--- src/rtl/sorted_timer_queue_defines.svh ---
// assertion macros for the sorted timer queue
// used by the top level; expects clk and rst_n in scope
`ifndef SORTED_TIMER_QUEUE_DEFINES_SVH
`define SORTED_TIMER_QUEUE_DEFINES_SVH

// clocked check, masked while reset is asserted
`define STQ_ASSERT(label, prop, msg) \
  label: assert property (@(posedge clk) disable iff (!rst_n) prop) else $error(msg);

// clocked check that also holds during reset
`define STQ_ASSERT_ALWAYS(label, prop, msg) \
  label: assert property (@(posedge clk) prop) else $error(msg);

`endif

--- src/rtl/stq_pkg.sv ---
// shared types, sizes and codes for the sorted timer queue
// no dependencies
package stq_pkg;

  localparam int CAPACITY  = 16;
  localparam int ID_BITS   = 16;
  localparam int TIME_BITS = 32;
  localparam int DELAY_BITS = 24;
  localparam int IDX_W = $clog2(CAPACITY);
  localparam int CNT_W = $clog2(CAPACITY + 1);

  localparam logic [1:0] REQ_ADD  = 2'd0;
  localparam logic [1:0] REQ_DEL  = 2'd1;
  localparam logic [1:0] REQ_TICK = 2'd2;
  localparam logic [1:0] REQ_RSVD = 2'd3;

  localparam logic [2:0] OUT_ADDED     = 3'd0;
  localparam logic [2:0] OUT_FULL      = 3'd1;
  localparam logic [2:0] OUT_DELETED   = 3'd2;
  localparam logic [2:0] OUT_NOT_FOUND = 3'd3;
  localparam logic [2:0] OUT_EXPIRED   = 3'd4;
  localparam logic [2:0] OUT_NONE      = 3'd5;

  typedef struct packed {
    logic [TIME_BITS-1:0] expire;
    logic [ID_BITS-1:0]   id;
  } entry_t;

  typedef struct packed {
    logic                 push;
    logic [2:0]           outcome;
    logic [ID_BITS-1:0]   id;
    logic [TIME_BITS-1:0] expire;
    logic                 last;
  } result_t;

  // table order: by expiry, then by id
  function automatic logic entry_before(entry_t a, entry_t b);
    if (a.expire != b.expire) begin
      return a.expire < b.expire;
    end
    return a.id < b.id;
  endfunction

endpackage

--- src/rtl/stq_mem.sv ---
// timer table storage: one write port, one registered read port
// depends on stq_pkg
module stq_mem import stq_pkg::*; (
  input  logic             clk,
  input  logic             we,
  input  logic [IDX_W-1:0] waddr,
  input  entry_t           wdata,
  input  logic             re,
  input  logic [IDX_W-1:0] raddr,
  output entry_t           rdata
);

  entry_t mem [CAPACITY];

  always_ff @(posedge clk) begin
    if (we) begin
      mem[waddr] <= wdata;
    end
    if (re) begin
      rdata <= mem[raddr];
    end
  end

endmodule

--- src/rtl/stq_ctrl.sv ---
// request sequencer: scans, shifts and emits entries of the timer table
// depends on stq_pkg and stq_mem
module stq_ctrl import stq_pkg::*; (
  input  logic                  clk,
  input  logic                  rst_n,
  input  logic                  req_valid,
  input  logic [1:0]            req_type,
  input  logic [TIME_BITS-1:0]  now_time,
  input  logic [DELAY_BITS-1:0] delay,
  input  logic [ID_BITS-1:0]    target_id,
  input  logic [TIME_BITS-1:0]  target_expire,
  input  logic                  out_free,
  output logic                  ready,
  output result_t               res
);

  typedef enum logic [3:0] {
    S_IDLE, S_SCAN_RD, S_SCAN_CHK, S_MOVE_RD, S_MOVE_WR, S_PUT,
    S_EMIT_RD, S_EMIT, S_RESULT
  } state_t;

  state_t               state_r, state_nxt;
  logic [1:0]           kind_r, kind_nxt;
  entry_t               key_r, key_nxt;
  logic [CNT_W-1:0]     idx_r, idx_nxt;
  logic [CNT_W-1:0]     pos_r, pos_nxt;
  logic [CNT_W-1:0]     n_r, n_nxt;
  logic [CNT_W-1:0]     dst_r, dst_nxt;
  logic [CNT_W-1:0]     count_r, count_nxt;
  logic [ID_BITS-1:0]   next_id_r, next_id_nxt;
  result_t              res_r, res_nxt;

  logic                 we, re;
  logic [IDX_W-1:0]     waddr, raddr;
  entry_t               wdata, rdata;
  logic [CNT_W-1:0]     src;
  logic [TIME_BITS:0]   sum;

  stq_mem u_mem (
    .clk(clk), .we(we), .waddr(waddr), .wdata(wdata),
    .re(re), .raddr(raddr), .rdata(rdata)
  );

  assign src = (kind_r == REQ_ADD) ? dst_r - CNT_W'(1) : dst_r + n_r;
  assign sum = {1'b0, now_time} + (TIME_BITS + 1)'(delay);

  always_comb begin
    state_nxt   = state_r;
    kind_nxt    = kind_r;
    key_nxt     = key_r;
    idx_nxt     = idx_r;
    pos_nxt     = pos_r;
    n_nxt       = n_r;
    dst_nxt     = dst_r;
    count_nxt   = count_r;
    next_id_nxt = next_id_r;
    res_nxt     = res_r;
    we          = 1'b0;
    re          = 1'b0;
    waddr       = dst_r[IDX_W-1:0];
    wdata       = rdata;
    raddr       = idx_r[IDX_W-1:0];
    ready       = (state_r == S_IDLE);
    res         = '0;

    unique case (state_r)
      S_IDLE: begin
        if (req_valid && req_type != REQ_RSVD) begin
          kind_nxt = req_type;
          idx_nxt  = '0;
          state_nxt = S_SCAN_RD;
          unique case (req_type)
            REQ_ADD: begin
              key_nxt.expire = sum[TIME_BITS] ? '1 : sum[TIME_BITS-1:0];
              key_nxt.id     = next_id_r;
              next_id_nxt    = next_id_r + ID_BITS'(1);
            end
            REQ_DEL: begin
              key_nxt.expire = target_expire;
              key_nxt.id     = target_id;
            end
            default: begin
              key_nxt.expire = now_time;
              key_nxt.id     = '0;
            end
          endcase
        end
      end

      S_SCAN_RD: begin
        if (idx_r == count_r) begin
          // reached the end of the valid entries
          res_nxt = '0;
          res_nxt.last = 1'b1;
          if (kind_r == REQ_ADD) begin
            if (count_r == CNT_W'(CAPACITY)) begin
              res_nxt.outcome = OUT_FULL;
              state_nxt = S_RESULT;
            end else begin
              pos_nxt = idx_r;
              dst_nxt = count_r;
              state_nxt = (count_r == idx_r) ? S_PUT : S_MOVE_RD;
            end
          end else if (kind_r == REQ_DEL) begin
            res_nxt.outcome = OUT_NOT_FOUND;
            state_nxt = S_RESULT;
          end else if (idx_r == '0) begin
            res_nxt.outcome = OUT_NONE;
            state_nxt = S_RESULT;
          end else begin
            n_nxt = idx_r;
            idx_nxt = '0;
            state_nxt = S_EMIT_RD;
          end
        end else begin
          re = 1'b1;
          state_nxt = S_SCAN_CHK;
        end
      end

      S_SCAN_CHK: begin
        state_nxt = S_SCAN_RD;
        idx_nxt = idx_r + CNT_W'(1);
        res_nxt = '0;
        res_nxt.last = 1'b1;
        if (kind_r == REQ_ADD) begin
          if (!entry_before(rdata, key_r)) begin
            idx_nxt = idx_r;
            if (rdata == key_r) begin
              // same id and expiry already queued
              res_nxt.outcome = OUT_ADDED;
              res_nxt.id      = key_r.id;
              res_nxt.expire  = key_r.expire;
              state_nxt = S_RESULT;
            end else if (count_r == CNT_W'(CAPACITY)) begin
              res_nxt.outcome = OUT_FULL;
              state_nxt = S_RESULT;
            end else begin
              pos_nxt = idx_r;
              dst_nxt = count_r;
              state_nxt = S_MOVE_RD;
            end
          end
        end else if (kind_r == REQ_DEL) begin
          if (rdata == key_r) begin
            n_nxt   = CNT_W'(1);
            dst_nxt = idx_r;
            state_nxt = (idx_r + CNT_W'(1) == count_r) ? S_MOVE_WR : S_MOVE_RD;
          end
        end else if (rdata.expire > key_r.expire) begin
          n_nxt = idx_r;
          idx_nxt = '0;
          state_nxt = (idx_r == '0) ? S_RESULT : S_EMIT_RD;
          res_nxt.outcome = OUT_NONE;
        end
      end

      S_MOVE_RD: begin
        re = 1'b1;
        raddr = src[IDX_W-1:0];
        state_nxt = S_MOVE_WR;
      end

      S_MOVE_WR: begin
        if (kind_r == REQ_ADD) begin
          we = 1'b1;
          dst_nxt = dst_r - CNT_W'(1);
          state_nxt = (dst_r - CNT_W'(1) == pos_r) ? S_PUT : S_MOVE_RD;
        end else if (src < count_r) begin
          we = 1'b1;
          dst_nxt = dst_r + CNT_W'(1);
          state_nxt = (src + CNT_W'(1) < count_r) ? S_MOVE_RD : S_MOVE_WR;
        end else begin
          // compaction finished
          count_nxt = count_r - n_r;
          res_nxt = '0;
          res_nxt.last = 1'b1;
          res_nxt.outcome = OUT_DELETED;
          state_nxt = (kind_r == REQ_DEL) ? S_RESULT : S_IDLE;
        end
      end

      S_PUT: begin
        we = 1'b1;
        waddr = pos_r[IDX_W-1:0];
        wdata = key_r;
        count_nxt = count_r + CNT_W'(1);
        res_nxt = '0;
        res_nxt.outcome = OUT_ADDED;
        res_nxt.id      = key_r.id;
        res_nxt.expire  = key_r.expire;
        res_nxt.last    = 1'b1;
        state_nxt = S_RESULT;
      end

      S_EMIT_RD: begin
        re = 1'b1;
        state_nxt = S_EMIT;
      end

      S_EMIT: begin
        res.push    = out_free;
        res.outcome = OUT_EXPIRED;
        res.id      = rdata.id;
        res.expire  = rdata.expire;
        res.last    = (idx_r + CNT_W'(1) == n_r);
        if (out_free) begin
          idx_nxt = idx_r + CNT_W'(1);
          if (idx_r + CNT_W'(1) == n_r) begin
            dst_nxt = '0;
            state_nxt = (n_r == count_r) ? S_MOVE_WR : S_MOVE_RD;
          end else begin
            state_nxt = S_EMIT_RD;
          end
        end
      end

      S_RESULT: begin
        res = res_r;
        res.push = out_free;
        if (out_free) begin
          state_nxt = S_IDLE;
        end
      end

      default: state_nxt = S_IDLE;
    endcase
  end

  always_ff @(posedge clk) begin
    if (!rst_n) begin
      state_r   <= S_IDLE;
      count_r   <= '0;
      next_id_r <= '0;
    end else begin
      state_r   <= state_nxt;
      count_r   <= count_nxt;
      next_id_r <= next_id_nxt;
    end
    kind_r <= kind_nxt;
    key_r  <= key_nxt;
    idx_r  <= idx_nxt;
    pos_r  <= pos_nxt;
    n_r    <= n_nxt;
    dst_r  <= dst_nxt;
    res_r  <= res_nxt;
  end

endmodule

--- src/rtl/sorted_timer_queue.sv ---
// sorted timer queue top: sequencer, table memory, result register; needs stq_pkg, defines
// steps per request, results waiting while the output register is full: add/delete read and
//   check each entry examined, read and write each entry shifted, then an add puts its entry
//   and the result is given; tick checks entries alike, emits each expired entry, then shifts
//   the survivors down; a new request is taken only in idle, once the last one is finished
// reset: synchronous active-low rst_n empties the table and zeroes the id counter
`include "sorted_timer_queue_defines.svh"

module sorted_timer_queue import stq_pkg::*; (
  input  logic                  clk,
  input  logic                  rst_n,
  input  logic                  in_valid,
  output logic                  in_stall,
  input  logic [1:0]            in_req_type,
  input  logic [TIME_BITS-1:0]  in_now_time,
  input  logic [DELAY_BITS-1:0] in_delay,
  input  logic [ID_BITS-1:0]    in_target_id,
  input  logic [TIME_BITS-1:0]  in_target_expire,
  output logic                  out_valid,
  input  logic                  out_stall,
  output logic [2:0]            out_outcome,
  output logic [ID_BITS-1:0]    out_timer_id,
  output logic [TIME_BITS-1:0]  out_timer_expire,
  output logic                  out_last
);

  logic    ready;
  logic    out_free;
  result_t res;

  logic                 out_valid_r;
  logic [2:0]           outcome_r;
  logic [ID_BITS-1:0]   id_r;
  logic [TIME_BITS-1:0] expire_r;
  logic                 last_r;

  // output register can take a new result when empty or draining this cycle
  assign out_free = !out_valid_r || !out_stall;
  assign in_stall = !ready;

  stq_ctrl u_ctrl (
    .clk(clk), .rst_n(rst_n),
    .req_valid(in_valid), .req_type(in_req_type), .now_time(in_now_time),
    .delay(in_delay), .target_id(in_target_id), .target_expire(in_target_expire),
    .out_free(out_free), .ready(ready), .res(res)
  );

  // output holding register, parts the sequencer from the consumer
  always_ff @(posedge clk) begin
    if (!rst_n) begin
      out_valid_r <= 1'b0;
    end else if (out_free) begin
      out_valid_r <= res.push;
    end
    if (res.push) begin
      outcome_r <= res.outcome;
      id_r      <= res.id;
      expire_r  <= res.expire;
      last_r    <= res.last;
    end
  end

  assign out_valid        = out_valid_r;
  assign out_outcome      = outcome_r;
  assign out_timer_id     = id_r;
  assign out_timer_expire = expire_r;
  assign out_last         = last_r;

  // a result is only produced when the output register has room
  `STQ_ASSERT(a_push_room, res.push |-> out_free, "result pushed into a full output register")
  // a new request is never taken while a result is being produced
  `STQ_ASSERT(a_accept_quiet, (in_valid && !in_stall) |-> !res.push, "request taken mid-result")
  // only expired transfers may be non-final
  `STQ_ASSERT(a_last_kind, (out_valid && out_outcome != OUT_EXPIRED) |-> out_last,
    "single result without last")

endmodule
--- config.mk ---
export PLATFORM = sky130hd
export DESIGN_NAME = sorted_timer_queue
export DESIGN_NICKNAME = d
export VERILOG_FILES = /design/src/rtl/stq_pkg.sv /design/src/rtl/stq_mem.sv /design/src/rtl/stq_ctrl.sv /design/src/rtl/sorted_timer_queue.sv
export VERILOG_INCLUDE_DIRS = /design/src /design/src/rtl
export SDC_FILE = /design/constraint.sdc
export NUM_CORES = 1
export LEC_CHECK = 0
export BUFFER_PORTS_ARGS = -buffer_cell sky130_fd_sc_hd__buf_2
export CAP_MARGIN = 10
export CORE_AREA = 8 8 322 324
export CTS_BUF_LIST = sky130_fd_sc_hd__clkbuf_8
export DETAILED_ROUTE_END_ITERATION = 10
export DIE_AREA = 0 0 330 332
export GPL_ROUTABILITY_DRIVEN = 0
export HOLD_SLACK_MARGIN = 0.02
export PLACE_DENSITY = 0.64
export SLEW_MARGIN = 30
export SYNTH_ARGS = -nofsm -noshare
export SYNTH_HDL_FRONTEND = slang
export SYNTH_SLANG_ARGS = --single-unit
--- constraint.sdc ---
create_clock -name clk -period 6.2 [get_ports clk]
set_input_delay 0.31 -clock clk [delete_from_list [all_inputs] [get_ports clk]]
set_output_delay 0.31 -clock clk [all_outputs]
set_load 0.01 [all_outputs]
==> metrics.md <==
| Metric | Value |
|---|---|
| Sequential share of the synthesized area | 0.690 |
| Via count | ~26000 |
| CP bufs+invs | 1 |
| Crit-path cells | ha_1 > fa_1 > a21o_1 > a21oi_1 > xnor2_1 > nor2_1 > a21oi_1 > ha_1 > a21oi_1 > o31ai_2 > a21oi_1 > a31oi_1 > nor2_4 > buf_4 |
| Clock sink count | 1015 |
| Number of flops mapped to enable cells by yosys | 989 |
| # Max-Cap Violations | 0 |
| Root Driver | clkbuf_8 |
| Worst hold start | in_target_expire[8] |
| Routed vias/inst | between 5 and 6 |
| Die width | 330 um |
| RSZ-0062 raised after global routing | false |
| Ys async rst share | 0 |
| Resized cells post-CTS | 0 |
| GRT Residual Overflow | 0 |
| Required @ worst endpoint | around 6.6 ns |
| Die area | 110000 sq um |
| Vias in the first global route | between 20000 and 30000 |
| Pre-CTS setup slack | 1.17 ns |
| Placed insts | 4048 |
| Most frequent cells in the layout | edfxtp_1, mux4_2, clkbuf_8 |
| Power Dens Cells | 318 nW/um^2 |
| Filler cells | 8109 |
| GRT Total Usage | 0.205 |
| Max Buffers Root-to-Sink | 3 |
| #FFs+latches synth | 1015 |
| Critical-path maximum fanout | 48 |
| FMAX | roughly 200 MHz |
| Leakage power | between 15 and 20 nW |
| Crit path max-delay cell type | buf_4 |
| Non-Filler Instances | about 4400 |
| Antenna violations before repair | 6 |
| Critical R2R Launch | u_ctrl.dst_r[0] |
| Standard-cell rows | 116 |
| Crit. End Element | register |
| Syn nets | 2849 |
| Die H | roughly 330 um |
| Ys Warns | 0 |
| Crit path kind | register to register |
| Synth cell types | a little over 90 |
| Critical path arrival | 5.48 ns |
| Clock Skews | between 0.04 and 0.05 ns |
| IO buf count | between 150 and 200 |
| Clock slew at reported path FFs | around 0.07 ns |
| Htree depth | 4 |
| Post-route cell area | 50400 sq um |
| Core footprint | 99000 sq um |
| Number of cells on the critical path | 14 |
| DRT antenna net count | 0 |
| CTS tree | yes |
| Period utilization | 0.819 |
| Initial core utilization | 0.443 |
| Least-Margin Pin Slew | a little over 1 ns |
| Crit path largest cell delay | 0.69 ns |
| I/O pins | 164 |
| Commonest non-fill, non-tap cell in the layout | edfxtp_1 |
| Final Slew Violations | 0 |
| CP top delay family | compound AO/OA/AOI/OAI gates |
| Worst-skew pair later-pin latency | about 0.84 ns |
| Drt first pass iters | 5 |
| CP most frequent cell | a21oi_1 |
| VDD IR max | 211 uV |
| First-pass GRT wire length | ~170000 um |
| Hold Path End | u_ctrl.key_r[24] |
| Area grow syn2layout | 15.1% |
| Syn Area/Cell | 16.6 sq um |
| Worst hold path depth | 3 |
| Final setup fails | 0 |
| Starting DRT DRC Count | 2514 |
| Startpoint types | register |
| R2r setup slk | between 1 and 1.5 ns |
| Period minus WS final | between 5 and 6 ns |
| Status | complete, no violations |
| Largest net degree at the start of global routing | 89 |
| NumNets Final | 3206 |
| Drc violations | 0 |
| R2R cell count | 14 |
| Detail Placement HPWL | 71400 um |
| Routed len/inst | 25.8 um |
| Slew Limit Headroom | 0.328 |
| Final worst slack | 1.12 ns |
| Routed WL | 114000 um |
| Post-Syn Instances | 2640 |
| Final Util | 0.510 |
| Layout cells sized above 1 | 0.228 |
| Final hold violation count | 0 |
| Post-CTS Setup Inserts | 0 |
| Post-route setup TNS | 0 ns |
| Post-synthesis cell area | 43800 sq um |
| FF-to-FF End | u_ctrl.u_mem.mem[12][5] |
| Power Total | 16.0 mW |
| Placed Area | 46600 sq um |
| Hold Path Class | input pin to register |
| Top FF cell, synth | edfxtp_1 |
| Hold_ws | 0.117 ns |
| CTS Buf Count | 164 |
## how the worst max path moves through the flow
stage / startpoint / endpoint / slack, ns
4_1_cts: u_ctrl.dst_r[0] / u_ctrl.u_mem.mem[7][41] / 1.14
6_report: u_ctrl.dst_r[0] / u_ctrl.u_mem.mem[12][5] / 1.12
3_5_place_dp: u_ctrl.dst_r[0] / u_ctrl.u_mem.mem[7][37] / 1.17
5_1_grt: u_ctrl.dst_r[0] / u_ctrl.u_mem.mem[12][5] / 0.82
2_1_floorplan: u_ctrl.n_r[0] / u_ctrl.u_mem.mem[10][0] / 0.90
3_3_place_gp: u_ctrl.dst_r[0] / u_ctrl.u_mem.mem[7][37] / 1.20
## synthesized netlist by cell type (all sizes together) (4+ instances only)
library cell	instances	area [sq um]
a211oi	55	418
a21oi	116	581
a21boi	8	63.8
nand3	32	160
a22o	48	420
or2	4	25.0
a22oi	4	30.0
o22ai	24	150
clkbuf	65	244
inv	80	300
o31ai	4	35.0
dfxtp	26	521
or3	10	62.6
nor4	7	50.1
o311a	4	40.0
o21ai	115	583
xnor2	52	463
o22a	5	43.8
nand4	23	159
a221oi	6	65.1
mux2i	70	717
nor2	152	588
mux4	192	4320
a2111oi	4	47.6
and2	21	134
edfxtp	989	29700
nand2b	12	90.1
nor3	23	115
nor2b	60	375
nand2	130	495
xor2	21	191
ha	96	1200
a31oi	25	171
buf	66	423
a21o	14	105
o211ai	10	75.1
a211o	4	35.0
and3	12	75.1
o21a	8	60.1
and4	4	37.5
## flip-flops by register name (all words and copies together) (netlist names)
name,flops
out_last,1
out_outcome,3
out_timer_expire,32
out_timer_id,16
out_valid,1
u_ctrl.count_r,5
u_ctrl.dst_r,5
u_ctrl.idx_r,5
u_ctrl.key_r,48
u_ctrl.kind_r,2
u_ctrl.n_r,5
u_ctrl.next_id_r,16
u_ctrl.pos_r,5
u_ctrl.res_r,51
u_ctrl.state_r,4
u_ctrl.u_mem.mem,768
u_ctrl.u_mem.rdata,48
## metal layers
metal / wire, um / GRT usage
met1: 46900 / 0.273
met2: 55300 / 0.334
met3: 8260 / 0.0399
met4: 3700 / 0.0740
met5: 13 / 0
## cell type report
class                           instances  area, sq um  share of cell area
Multi-Input combinational cell       1414        12900               0.257
Sequential cell                      1015        30200               0.599
Antenna cell                            3         7.51            0.000149
Timing Repair Buffer                  322         2320              0.0461
Inverter                               80          300             0.00595
Tap cell                             1298         1620              0.0322
Clock inverter                        122          698              0.0138
Clock buffer                          168         2310              0.0458
## power by group
part / leakage (nW) / internal, mW / switching [mW]
registers: 9.14 / 7.92 / 0.164
logic: 6.56 / 1.03 / 1.53
clock network: 1.70 / 2.74 / 2.65
total: 17.4 / 11.7 / 4.34
## what timing repair did
action | 4_1_cts | 5_1_grt
hold buffers | 81 | 0
endpoints found under the setup margin | 0 | 0
hold endpoints to repair | 72 | 0
## logic make-up after synthesis
group                    Yosys count  share of synthesized area
flip-flops                      1015                      0.690
AND/OR/NAND/NOR                  500                     0.0566
AO/OA/AOI/OAI                    479                     0.0728
multiplexers                     263                      0.115
buffers and inverters            211                     0.0221
adder cells (fa/ha/maj)           99                     0.0288
XOR/XNOR                          73                     0.0149
## worst min-delay path, cell delays in order
cell	delay, ns
buf_2	0.10
o22ai_1	0.14
o21ai_1	0.18
Note: power is estimated with default switching activity, not from simulation.
